`config.mk`:
```
export PLATFORM = sky130hd
export DESIGN_NAME = septet_pack_to_hex_unit
export DESIGN_NICKNAME = d
export VERILOG_FILES = /design/src/rtl/spth_pkg.sv /design/src/rtl/septet_pack_to_hex_unit.sv
export SDC_FILE = /design/constraint.sdc
export NUM_CORES = 1
export LEC_CHECK = 0
export ABC_AREA = 1
export BUFFER_PORTS_ARGS = -buffer_cell sky130_fd_sc_hd__buf_2
export CORE_MARGIN = 2
export CORE_UTILIZATION = 30
export DETAILED_ROUTE_END_ITERATION = 8
export GPL_TIMING_DRIVEN = 0
export SLEW_MARGIN = 0
export SYNTH_ARGS = -nofsm -noshare
export SYNTH_HDL_FRONTEND = slang
export SYNTH_SLANG_ARGS = --single-unit
```
`constraint.sdc`:
```
create_clock -name i_clk -period 2 [get_ports i_clk]
set_input_delay 0 -clock i_clk [delete_from_list [all_inputs] [get_ports i_clk]]
set_output_delay 0 -clock i_clk [all_outputs]
set_load 0.03 [all_outputs]
```
`src/rtl/spth_pkg.sv`:
```
// package with widths and the hex digit encoder for the septet packer
package spth_pkg;

    localparam int unsigned SEPT_W   = 7;
    localparam int unsigned HEX_W    = 7;
    localparam int unsigned CNT_W    = 3;
    localparam int unsigned BUF_W    = 16;
    localparam int unsigned LEFT_W   = 3;
    localparam int unsigned NIB_W    = 4;

    localparam logic [HEX_W-1:0] HEX_ZERO  = 7'd48;
    localparam logic [HEX_W-1:0] HEX_ALPHA = 7'd55;
    localparam logic [NIB_W-1:0] NIB_TEN   = 4'd10;

    localparam logic [LEFT_W-1:0] DIGITS_NONE = 3'd0;
    localparam logic [LEFT_W-1:0] DIGITS_ONE  = 3'd1;
    localparam logic [LEFT_W-1:0] DIGITS_PAIR = 3'd2;
    localparam logic [LEFT_W-1:0] DIGITS_QUAD = 3'd4;

    localparam logic [CNT_W-1:0] CNT_EMPTY = 3'd0;
    localparam logic [CNT_W-1:0] CNT_ONE   = 3'd1;
    localparam logic [CNT_W-1:0] CNT_FULL  = 3'd7;

    // nibble to upper-case ascii hex
    function automatic logic [HEX_W-1:0] hex_digit(input logic [NIB_W-1:0] nib);
        logic [HEX_W-1:0] ext;
        ext = {3'b000, nib};
        if (nib < NIB_TEN) begin
            return HEX_ZERO + ext;
        end else begin
            return HEX_ALPHA + ext;
        end
    endfunction

endpackage

```
`src/rtl/septet_pack_to_hex_unit.sv`:
```
// top level of the gsm septet packer with hex digit output
//
// septet_pack_to_hex_unit packs 7-bit characters lsb first into octets, the gsm
// way (8 characters make 7 octets), and sends every finished octet as two
// upper-case ascii hex digits, high nibble first, one digit per output word.
// a word with i_is_last set flushes any leftover bits as a final octet with
// zero high bits, clears the carry, and its last digit carries o_end_mark.
// each input word gives 0, 2 or 4 digits. the packing is done in the cycle a
// word is taken, straight into a small digit buffer; the buffer feeds a
// registered output one digit per cycle while i_stall is low. a new word is
// taken as soon as the buffer will be empty after the current cycle, so the
// single output port sets the rate. the first digit of a word passes through
// the digit buffer and then the output register before it shows on the output.
module septet_pack_to_hex_unit (
    input  logic                        i_clk,
    input  logic                        i_rst_n,
    // input channel
    input  logic                        i_valid,
    output logic                        o_stall,
    input  logic [spth_pkg::SEPT_W-1:0] i_char_in,
    input  logic                        i_is_last,
    // output channel
    output logic                        o_valid,
    input  logic                        i_stall,
    output logic [spth_pkg::HEX_W-1:0]  o_hex_char,
    output logic                        o_end_mark
);

    // packing state
    logic [spth_pkg::SEPT_W-1:0] r_carry_bits, n_carry_bits;
    logic [spth_pkg::CNT_W-1:0]  r_carry_cnt,  n_carry_cnt;

    // digit buffer: octets left aligned, digits still to send, last flag
    logic [spth_pkg::BUF_W-1:0]  r_oct,  n_oct;
    logic [spth_pkg::LEFT_W-1:0] r_left, n_left;
    logic                        r_last, n_last;

    // output register
    logic                        r_out_valid, n_out_valid;
    logic [spth_pkg::HEX_W-1:0]  r_out_char,  n_out_char;
    logic                        r_out_end,   n_out_end;

    logic                        in_acc;
    logic                        load_out;
    logic                        has_carry;
    logic [2*spth_pkg::SEPT_W-1:0] acc;

    // output register may refill when empty or when its word leaves
    assign load_out = !r_out_valid || !i_stall;

    // take a word once the buffer drains this cycle
    assign o_stall = (r_left > spth_pkg::DIGITS_ONE) ||
                     ((r_left == spth_pkg::DIGITS_ONE) && !load_out);
    assign in_acc  = i_valid && !o_stall;

    // new septet shifted above the pending bits
    assign acc = {{spth_pkg::SEPT_W{1'b0}}, r_carry_bits} |
                 ({{spth_pkg::SEPT_W{1'b0}}, i_char_in} << r_carry_cnt);
    assign has_carry = (r_carry_cnt != spth_pkg::CNT_EMPTY);

    always_comb begin
        n_carry_bits = r_carry_bits;
        n_carry_cnt  = r_carry_cnt;
        n_oct        = r_oct;
        n_left       = r_left;
        n_last       = r_last;
        n_out_valid  = r_out_valid;
        n_out_char   = r_out_char;
        n_out_end    = r_out_end;

        // drain one digit into the output register
        if (load_out) begin
            n_out_valid = (r_left != spth_pkg::DIGITS_NONE);
            if (r_left != spth_pkg::DIGITS_NONE) begin
                n_out_char = spth_pkg::hex_digit(r_oct[spth_pkg::BUF_W-1 -: spth_pkg::NIB_W]);
                n_out_end  = r_last && (r_left == spth_pkg::DIGITS_ONE);
                n_oct      = r_oct << spth_pkg::NIB_W;
                n_left     = r_left - spth_pkg::DIGITS_ONE;
            end
        end

        // pack the new word
        if (in_acc) begin
            n_last = i_is_last;
            if (has_carry) begin
                // pending bits complete an octet
                if (i_is_last && (r_carry_cnt != spth_pkg::CNT_ONE)) begin
                    // leftover bits go out as one more octet
                    n_oct  = {acc[7:0], 2'b00, acc[13:8]};
                    n_left = spth_pkg::DIGITS_QUAD;
                end else begin
                    n_oct  = {acc[7:0], 8'h00};
                    n_left = spth_pkg::DIGITS_PAIR;
                end
            end else if (i_is_last) begin
                // lone septet sent as the final octet
                n_oct  = {acc[7:0], 8'h00};
                n_left = spth_pkg::DIGITS_PAIR;
            end else begin
                n_left = spth_pkg::DIGITS_NONE;
            end

            if (i_is_last) begin
                n_carry_bits = '0;
                n_carry_cnt  = spth_pkg::CNT_EMPTY;
            end else if (has_carry) begin
                n_carry_bits = {1'b0, acc[13:8]};
                n_carry_cnt  = r_carry_cnt - spth_pkg::CNT_ONE;
            end else begin
                n_carry_bits = acc[spth_pkg::SEPT_W-1:0];
                n_carry_cnt  = spth_pkg::CNT_FULL;
            end
        end
    end

    always_ff @(posedge i_clk) begin
        if (!i_rst_n) begin
            r_carry_bits <= '0;
            r_carry_cnt  <= spth_pkg::CNT_EMPTY;
            r_left       <= spth_pkg::DIGITS_NONE;
            r_out_valid  <= 1'b0;
        end else begin
            r_carry_bits <= n_carry_bits;
            r_carry_cnt  <= n_carry_cnt;
            r_left       <= n_left;
            r_out_valid  <= n_out_valid;
        end
        // payload, no reset needed
        r_oct      <= n_oct;
        r_last     <= n_last;
        r_out_char <= n_out_char;
        r_out_end  <= n_out_end;
    end

    assign o_valid    = r_out_valid;
    assign o_hex_char = r_out_char;
    assign o_end_mark = r_out_end;

endmodule

```
==> impl_metrics.yaml, run 1 <==
run:
  maxCapViolCount: 0
synth:
  yosysTopAreaCell: "dfxtp_1"
  synth_top_area_frac: 0.2814
  synth_cell_types: 25
  yosys_warnings: 0
  asyncSetResetFlopFracSynth: 0
  ys_seq_area_frac: 0.4080
  synthFlopType: "dfxtp_1"
  synth-edff-count: 9
  syn_area_mm2: 0.002135
  synth_cells: 310
  syn_avg_cell_area_um2: 6.886
  synth_seq_cells: 39
  yosysMostFrequentCell: "nand2_1"
  synth_commonest_cells: "nand2_1, nand3_1, dfxtp_1, inv_1, o21ai_0"
  synth_nets: 329
  synth_area_leaders: "dfxtp_1, nand2_1, edfxtp_1, nand3_1, inv_1"
sta:
  tightestPinTransition_ns: 0.4370
  slew_violations: 0
  grt_setup_unrepaired: "false"
  period_minus_slack_ns: 1.830
  finalCritPeriodShare: 0.9151
  max_slew_margin: 0.7056
  tns_ns: 0
  fin_skew_ns: 0.009599
  hold_viol: 0
  finalSetupViolations: 0
  clock.fmax_mhz: 546.4
drt:
  ant_nets: 0
  drt-pass1-iter-count: 4
  finalWirelength_mm: 4.978
  vias: 2042
  drc: 0
  avgViaCountPerCell: 4.673
  initialDrtViolationCount: 139
  routedWlPerCell_um: 11.39
worst_setup_path:
  r2r-start: "r_carry_cnt[0]$_SDFFE_PN0N_"
  path_delay_family: "buffers and inverters"
  reg2reg_depth: 9
  crit_arrival_ns: 2.03
  worstPathCellList: "buf_2, inv_2, ha_1, buf_2, nand2_4, o211ai_2, buf_2, nand2_1, o31ai_1"
  cp_common_cell: "buf_2"
  startpoint: "r_carry_cnt[0]$_SDFFE_PN0N_"
  path_depth: 9
  slowest_delay_ns: 0.32
  critical_path_class: "register to register"
  startpoint_type: "register"
  cp_num_buf_inv: 4
  crit_path_end_kind: "register"
  slowest_stage: "dfxtp_1"
  endpoint: "r_oct[4]$_DFF_P_"
  r2r-end: "r_oct[4]$_DFF_P_"
  r2r_slack_ns: 0.17
  cp.required_ns: 2.20
  worstPathMaxFanout: 10
floorplanning:
  row_count: 30
  core_area_mm2: 0.006832
  start_util: 0.3125
  die_h_um: 88.35
  die_area_mm2: 0.007806
  io_pins: 22
  die_w_um: 88.35
global_route:
  grt_pass1_vias: 1790
  track_usage: 0.1377
  grt_antenna_before_repair: 0
  grt_pass1_wl_mm: 8.500
  grt.overflow.total: 0
  grt_max_degree: 18
placement:
  gp_congestion: 0.8395
  dp_hpwl_mm: 3.711
  port_buffers: 21
clocking:
  clkTransAtPathRegs_ns: 0.09
  cts_buffers: 5
  cts-resized-gates: 0
  root_buffer: "clkbuf_8"
  clk_path_buf_depth: 2
  worstSkewPairLatency_ns: 0.30
  cts_tree: "yes"
  hold_buffers: 2
  cts.sinks: 39
  h-tree-depth: 2
  post_cts_buffers: 0
min_path:
  worstHoldPathType: "input pin to register"
final_layout:
  n_antenna_cell: 0
  area_delta_synth_final_pct: 16.76
  drive_gt1_frac: 0.1613
  nets: 359
pwr:
  p_per_area_mw_per_mm2: 1523
  ir_drop_uv: 563.2
  p_leak_uw: 0.001212
  power.total_uw: 3797
run_status:
  status: "completed"
==> layout by cell type (no fill, tap or decap), drive strengths merged, types with 2 or more instances in the layout <==
master	n
a21oi	6
buf	30
clkbuf	7
clkinv	2
dfxtp	30
dlygate4sd3	2
edfxtp	9
ha	7
inv	35
nand2	119
nand3	45
nand4	5
nor2	14
nor3	3
o21ai	18
o31ai	2
xor2	2
==> flip-flops by register name (all words and copies together), names as in the netlist <==
register,count
r_oct,16
o_hex_char,7
o_end_mark,1
o_valid,1
r_last,1
r_carry_bits,7
r_left,3
r_carry_cnt,3
==> metal layers <==
metal	routed length (um)	track usage
met5	0	0
met4	66	0.04821
met3	239	0.02705
met2	2178	0.2071
met1	2494	0.1965
==> final cells by class <==
| cell class | instances | area [um2] |
|---|---|---|
| Timing Repair Buffer | 23 | 125.1 |
| Clock inverter | 3 | 43.79 |
| Fill cell | 758 | 4339 |
| Buffer | 11 | 70.07 |
| Inverter | 35 | 131.4 |
| Clock buffer | 5 | 68.82 |
| Sequential cell | 39 | 870.8 |
| Tap cell | 96 | 120.1 |
| Multi-Input combinational cell | 225 | 1062 |
==> kinds of logic (layout without fill, tap and decap cells) <==
family                     after synthesis  after routing  synth area share
AOI/OAI and AO/OA                       28             28           0.07209
xor gates and xnor gates                 2              2          0.008208
adders and majority gates                7              7           0.04103
buffers and inverters                   46             77           0.09437
DFF                                     39             39            0.4080
and+or+nand+nor                        188            188            0.3763
==> worst register-to-register path: stages, from the launching register on <==
cell      delay, ns
dfxtp_1        0.32
buf_2          0.18
inv_2          0.17
ha_1           0.16
buf_2          0.20
nand2_4        0.12
o211ai_2       0.18
buf_2          0.26
nand2_1        0.09
o31ai_1        0.07
==> power breakdown <==
| group | switching, uW | internal, uW | total (uW) |
|---|---|---|---|
| combinational | 1340 | 609 | 1950 |
| clock | 301 | 372 | 672 |
| sequential | 106 | 1070 | 1180 |
| total | 1750 | 2050 | 3800 |
==> how the worst min path moves through the flow <==
stage,from,endpoint,slack [ns],cells past startpoint
floorplan,i_is_last,r_last$_DFFE_PN_,0.1,0
global placement,i_is_last,r_last$_DFFE_PN_,0.29,1
detailed placement,i_is_last,r_last$_DFFE_PN_,0.29,1
CTS,i_stall,o_valid$_SDFFE_PN0N_,0.04,3
global route,i_stall,o_valid$_SDFFE_PN0N_,0.06,3
finish,i_stall,o_valid$_SDFFE_PN0N_,0.05,3
==> metrics by stage <==
stage / cell area, um2 / hold slack (ns) / std cells / setup WS [ns] / util
after global routing: 2492 / 0.06193 / 437 / 0.04365 / 0.3648
after detailed placement: 2360 / 0.2882 / 427 / 0.2050 / 0.3454
after global placement: 2360 / 0.2863 / 427 / 0.2122 / 0.3454
after floorplan: 2135 / 0.09887 / 310 / 0.4499 / -
after CTS: 2492 / 0.04323 / 437 / 0.1755 / 0.3648
final: 2492 / 0.04907 / 437 / 0.1698 / 0.3648
Power figures use the tool's default switching activity.
==> run 2, diff against run 1 <==
--- a/config.mk
+++ b/config.mk
@@ -5,10 +5,9 @@
 export SDC_FILE = /design/constraint.sdc
 export NUM_CORES = 1
 export LEC_CHECK = 0
-export ABC_AREA = 1
 export BUFFER_PORTS_ARGS = -buffer_cell sky130_fd_sc_hd__buf_2
 export CORE_MARGIN = 2
-export CORE_UTILIZATION = 30
+export CORE_UTILIZATION = 25
 export DETAILED_ROUTE_END_ITERATION = 8
 export GPL_TIMING_DRIVEN = 0
 export SLEW_MARGIN = 0
==> run 2 against run 1 <==
Compared with the run above: wire length is 1.6% lower; die area is 17% higher; combinational power is 7% higher; critical path depth is 1 higher; via count is 16% lower; power is 4.4% higher; count of clock-buffer cells in the layout stayed put; area after synthesis is 1.7% lower; register-to-register slack worse by 0.11 ns; sequential power is 3% higher; global-route usage is 2.3 points lower.
==> impl_metrics.yaml, run 2 <==
run_status:
  status: "completed"
final_layout:
  regMostFlops: "r_oct"
  final_common_cell: "dfxtp_1"
  final_cell_mix: "dfxtp_1, mux2i_1, buf_2, nand2_1, a21oi_1"
  area_delta_synth_final_pct: 21.77
  nets: 272
  final_cells: 359
  final_cell_area_mm2: 0.002555
  largest_reg_flops: 16
  n_antenna_cell: 0
  nFillCells: 871
  utilization: 0.3125
  drive_gt1_frac: 0.2402
clocking:
  worstSkewPairLatency_ns: 0.30
  clk_path_buf_depth: 2
  clkTransAtPathRegs_ns: 0.08
  root_buffer: "clkbuf_8"
  cts_tree: "yes"
  hold_buffers: 0
  cts_buffers: 5
  cts.sinks: 39
  h-tree-depth: 2
worst_setup_path:
  reg2reg_depth: 10
  critical_path_class: "register to register"
  crit_path_end_kind: "register"
  cp_common_cell: "buf_6"
  path_delay_family: "buffers and inverters"
  crit_arrival_ns: 2.13
  cp.required_ns: 2.19
  cp_num_buf_inv: 5
  worstPathCellList: "buf_6, inv_4, ha_2, buf_6, or3b_4, o2111a_1, buf_6, buf_6, o21ai_2, o21ai_1"
  path_depth: 10
  slowest_delay_ns: 0.39
  worstPathMaxFanout: 10
  startpoint_type: "register"
  r2r_slack_ns: 0.06
  slowest_stage: "or3b_4"
placement:
  dp_hpwl_mm: 3.496
  place_inst: 343
  port_buffers: 21
  gp_congestion: 0.8569
  dpl_cell_area_mm2: 0.002335
synth:
  synth_top_area_frac: 0.2862
  synthFlopType: "dfxtp_1"
  yosys_warnings: 0
  syn_area_mm2: 0.002098
  synth-edff-count: 9
  synth_nets: 236
  ys_seq_area_frac: 0.4150
  synth_cell_types: 51
  synth_seq_cells: 39
  yosysMostFrequentCell: "dfxtp_1"
  synth_commonest_cells: "dfxtp_1, mux2i_1, a21oi_1, nand2_1, o21ai_0"
  yosysTopAreaCell: "dfxtp_1"
  synth_area_leaders: "dfxtp_1, edfxtp_1, mux2i_1, a21oi_1, ha_1"
  synth_cells: 217
  syn_avg_cell_area_um2: 9.669
  asyncSetResetFlopFracSynth: 0
sta:
  finalCritPeriodShare: 0.9692
  fin_skew_ns: 0.003037
  tightestPinTransition_ns: 0.4713
  hold_ws_ns: 0.02499
  slew_violations: 0
  hold_viol: 0
  clock.fmax_mhz: 515.9
  finalSetupViolations: 0
  tns_ns: 0
  grt_setup_unrepaired: "true"
  max_slew_margin: 0.6858
  period_minus_slack_ns: 1.938
floorplanning:
  start_util: 0.2567
  io_pins: 22
  die_area_mm2: 0.009142
  row_count: 33
  die_w_um: 95.62
  core_area_mm2: 0.008175
  die_h_um: 95.62
drt:
  avgViaCountPerCell: 4.774
  routedWlPerCell_um: 13.65
  drt-pass1-iter-count: 4
  finalWirelength_mm: 4.899
  initialDrtViolationCount: 112
  drc: 0
  vias: 1714
  ant_nets: 0
pwr:
  p_per_area_mw_per_mm2: 1552
  seq_power_share: 0.308
  ir_drop_uv: 477.3
  power.switching_uw: 1665
  switching_share: 0.4199
  p_leak_uw: 0.0009909
  p_int_uw: 2300
  pwr-share-clk: 0.169
  pwr-share-comb: 0.523
min_path:
  min_path_cells: 3
  worstHoldPathType: "input pin to register"
global_route:
  grt_pass1_wl_mm: 8.066
  grt_pass1_vias: 1601
  grt_antenna_before_repair: 0
  grt.overflow.total: 0
  grt_max_degree: 20
  track_usage: 0.1151
run:
  maxCapViolCount: 0
-- run 2: what timing repair did --
item,CTS,global route
gates resized for setup,7,6
buffers inserted,3,7
hold endpoints to repair,0,0
endpoints found under the setup margin,24,23
pin swaps,1,1
-- run 2: through the flow --
| stage | setup WS, ns | total power [uW] |
|---|---|---|
| after CTS | 0.009129 | 3868 |
| final | 0.06151 | 3965 |
| after detailed placement | -0.2830 | 3124 |
| after floorplan | 0.02788 | 2670 |
| after global placement | -0.2554 | 3100 |
| after global routing | -0.01719 | 4265 |
-- run 2: power by group through the flow --
| stage | Clock [uW] | Combinational, uW | Sequential, uW |
|---|---|---|---|
| after global placement | 0 | 1870 | 1230 |
| after detailed placement | 0 | 1890 | 1230 |
| after floorplan | 0 | 1290 | 1380 |
| after CTS | 689 | 1960 | 1220 |
| after global routing | 733 | 2270 | 1260 |
| final | 671 | 2080 | 1220 |
-- run 2: routing by layer --
layer,track usage,vias to the layer above,part of all wire
met5,0,-,0
met4,0.03929,0,0.014
met3,0.02372,8,0.043
met2,0.1719,40,0.43
met1,0.1644,805,0.51
li1,-,861,-
-- run 2: logic make-up (layout without fill, tap and decap cells) --
family                   Yosys count  after routing  share of synthesized area
adder cells (fa/ha/maj)            7              7                    0.04174
flip-flops                        39             39                     0.4150
AND/OR/NAND/NOR                   57             57                     0.1384
AO/OA/AOI/OAI                     59             59                     0.1831
XOR/XNOR                           2              2                   0.008350
buffers and inverters             25             62                    0.06142
multiplexers                      28             28                     0.1521
-- run 2: worst register-to-register path, stage by stage (launching register included) --
cell	delay (ns)
dfxtp_1	0.33
buf_6	0.13
inv_4	0.07
ha_2	0.17
buf_6	0.13
or3b_4	0.39
o2111a_1	0.17
buf_6	0.15
buf_6	0.15
o21ai_2	0.07
o21ai_1	0.08
-- run 2: final timing paths --
path / end / start
setup / recovery: r_oct[9]$_DFF_P_ / r_carry_cnt[0]$_SDFFE_PN0N_
hold / removal: r_left[1]$_SDFFE_PN0P_ / i_rst_n
setup reg to reg: r_oct[9]$_DFF_P_ / r_carry_cnt[0]$_SDFFE_PN0N_
hold reg to reg: r_oct[6]$_DFF_P_ / r_oct[6]$_DFF_P_
-- run 2: layout make-up --
type | instances | area, um2 | share of cell area
multi-input combinational | 153 | 1112 | 0.4354
timing repair buffer | 31 | 192.7 | 0.07542
clock buffer | 5 | 68.82 | 0.02693
clock inverter | 3 | 43.79 | 0.01714
sequential | 39 | 870.8 | 0.3408
tap | 105 | 131.4 | 0.05142
inverter | 14 | 55.05 | 0.02155
buffer | 9 | 80.08 | 0.03134
==> run 3, diff against run 2 <==
--- a/config.mk
+++ b/config.mk
@@ -5,6 +5,7 @@
 export SDC_FILE = /design/constraint.sdc
 export NUM_CORES = 1
 export LEC_CHECK = 0
+export ABC_AREA = 1
 export BUFFER_PORTS_ARGS = -buffer_cell sky130_fd_sc_hd__buf_2
 export CORE_MARGIN = 2
 export CORE_UTILIZATION = 25
==> constraint.sdc (replaced) <==
create_clock -name i_clk -period 2 [get_ports i_clk]
set_input_delay 0 -clock i_clk [delete_from_list [all_inputs] [get_ports i_clk]]
set_output_delay 0 -clock i_clk [all_outputs]
set_load 0.1 [all_outputs]
==> run 3 against run 2 <==
Compared with the run above: register-to-register slack improved by 0.09 ns; count of clock-buffer cells in the layout did not move; worst hold slack improved by 0.030 ns; clock power fell by 1%; die area rose by 1.6%; largest cell class unchanged.
==> impl_metrics.yaml, run 3 (synthesis results as in run 1) <==
clocking:
  h-tree-depth: 2
  root_buffer: "clkbuf_8"
  cts_tree: "yes"
  cts_buffers: 5
  cts.sinks: 39
  clk_path_buf_depth: 2
  clkTransAtPathRegs_ns: 0.08
  hold_buffers: 2
  cts-resized-gates: 0
  worstSkewPairLatency_ns: 0.29
  post_cts_buffers: 0
min_path:
  worstHoldPathType: "input pin to register"
floorplanning:
  row_count: 33
  die_h_um: 96.40
  io_pins: 22
  core_area_mm2: 0.008258
  start_util: 0.2585
  die_w_um: 96.40
  die_area_mm2: 0.009293
drt:
  finalWirelength_mm: 5.068
  drt-pass1-iter-count: 4
  avgViaCountPerCell: 4.538
  drc: 0
  vias: 2024
  initialDrtViolationCount: 120
  ant_nets: 0
  routedWlPerCell_um: 11.36
pwr:
  p_leak_uw: 0.001212
  pwr-share-clk: 0.155
  seq_power_share: 0.275
  switching_share: 0.5210
  ir_drop_uv: 437.5
  pwr-share-comb: 0.570
  p_int_uw: 2051
  p_per_area_mw_per_mm2: 1711
  power.switching_uw: 2231
worst_setup_path:
  r2r_slack_ns: 0.15
  reg2reg_depth: 10
  critical_path_class: "register to register"
  r2r-end: "r_oct[14]$_DFF_P_"
  crit_path_end_kind: "register"
  cp.required_ns: 2.19
  worstPathMaxFanout: 10
  crit_arrival_ns: 2.03
  startpoint: "r_carry_cnt[0]$_SDFFE_PN0N_"
  startpoint_type: "register"
  r2r-start: "r_carry_cnt[0]$_SDFFE_PN0N_"
  endpoint: "r_oct[14]$_DFF_P_"
sta:
  tightestPinTransition_ns: 0.4849
  slew_violations: 0
  max_slew_margin: 0.6790
  finalCritPeriodShare: 0.9234
  tns_ns: 0
  clock.fmax_mhz: 541.5
  fin_skew_ns: 0.004294
  grt_setup_unrepaired: "false"
  period_minus_slack_ns: 1.847
  hold_viol: 0
  finalSetupViolations: 0
final_layout:
  utilization: 0.3032
  largest_reg_flops: 16
  regArea_um2: 870.8
  final_cells: 446
  final_common_cell: "nand2_1"
  area_delta_synth_final_pct: 17.29
  n_antenna_cell: 0
  nets: 359
  regMostFlops: "r_oct"
  nFillCells: 932
  final_cell_mix: "nand2_1, nand3_1, dfxtp_1, buf_2, inv_1"
  drive_gt1_frac: 0.1613
  multi_input_comb_area_mm2: 0.001062
global_route:
  grt_max_degree: 18
  grt_pass1_wl_mm: 8.749
  grt_antenna_before_repair: 0
  track_usage: 0.1205
  grt.overflow.total: 0
  grt_pass1_vias: 1887
placement:
  dp_hpwl_mm: 3.835
  place_inst: 436
  gp_congestion: 0.8324
  port_buffers: 21
run:
  maxCapViolCount: 0
run_status:
  status: "completed"
==> run 3: layout make-up <==
cell class	instances	area share
well taps	105	0.05247
inverters	35	0.05247
plain buffers	11	0.02799
clock buffers	5	0.02749
multi-input cells	225	0.4243
clock inverters	3	0.01749
flip-flops and latches	39	0.3478
repair buffers	23	0.04998
==> run 3: worst min path at each step <==
stage          startpoint                   end  cells after the start
2_1_floorplan   i_is_last      r_last$_DFFE_PN_                      0
3_3_place_gp    i_is_last      r_last$_DFFE_PN_                      1
3_5_place_dp    i_is_last      r_last$_DFFE_PN_                      1
4_1_cts           i_stall  o_valid$_SDFFE_PN0N_                      3
5_1_grt           i_stall  o_valid$_SDFFE_PN0N_                      3
6_report          i_stall  o_valid$_SDFFE_PN0N_                      3
==> run 3: routing by layer <==
layer  vias up  share of wire  wire length, um  global-route usage
li1       1052              -                -                   -
met1       914           0.52             2620              0.1660
met2        52           0.43             2164              0.1916
met3         6          0.042              215             0.02560
met4         0          0.013               68             0.03169
met5         -              0                0                   0
==> run 3: stage by stage <==
stage / setup slack [ns] / instance area [um2] / hold WS (ns) / power, uW
6_report: 0.1532 / 2504 / 0.05540 / 4283
4_1_cts: 0.1547 / 2504 / 0.06291 / 4307
2_1_floorplan: 0.03666 / 2135 / 0.09887 / 3158
5_1_grt: 0.006354 / 2504 / 0.1140 / 4628
3_5_place_dp: 0.1801 / 2371 / 0.2963 / 3639
3_3_place_gp: 0.1994 / 2371 / 0.2870 / 3606
==> run 3: worst max-delay path, cell delays in order, from the launching register on <==
cell and delay [ns]:
dfxtp_1 0.32, buf_2 0.19, inv_2 0.17, ha_1 0.16, buf_2 0.21, nand2_4 0.12
o211ai_2 0.18, buf_6 0.17, inv_2 0.07, nand2_1 0.09, nand2_1 0.05
==> run 3: power by group through the flow <==
| stage | Sequential (uW) | Combinational (uW) | Clock, uW |
|---|---|---|---|
| global placement | 1190 | 2420 | 0 |
| global route | 1210 | 2710 | 717 |
| floorplan | 1740 | 1410 | 0 |
| CTS | 1180 | 2450 | 676 |
| finish | 1180 | 2440 | 664 |
| detailed placement | 1200 | 2440 | 0 |
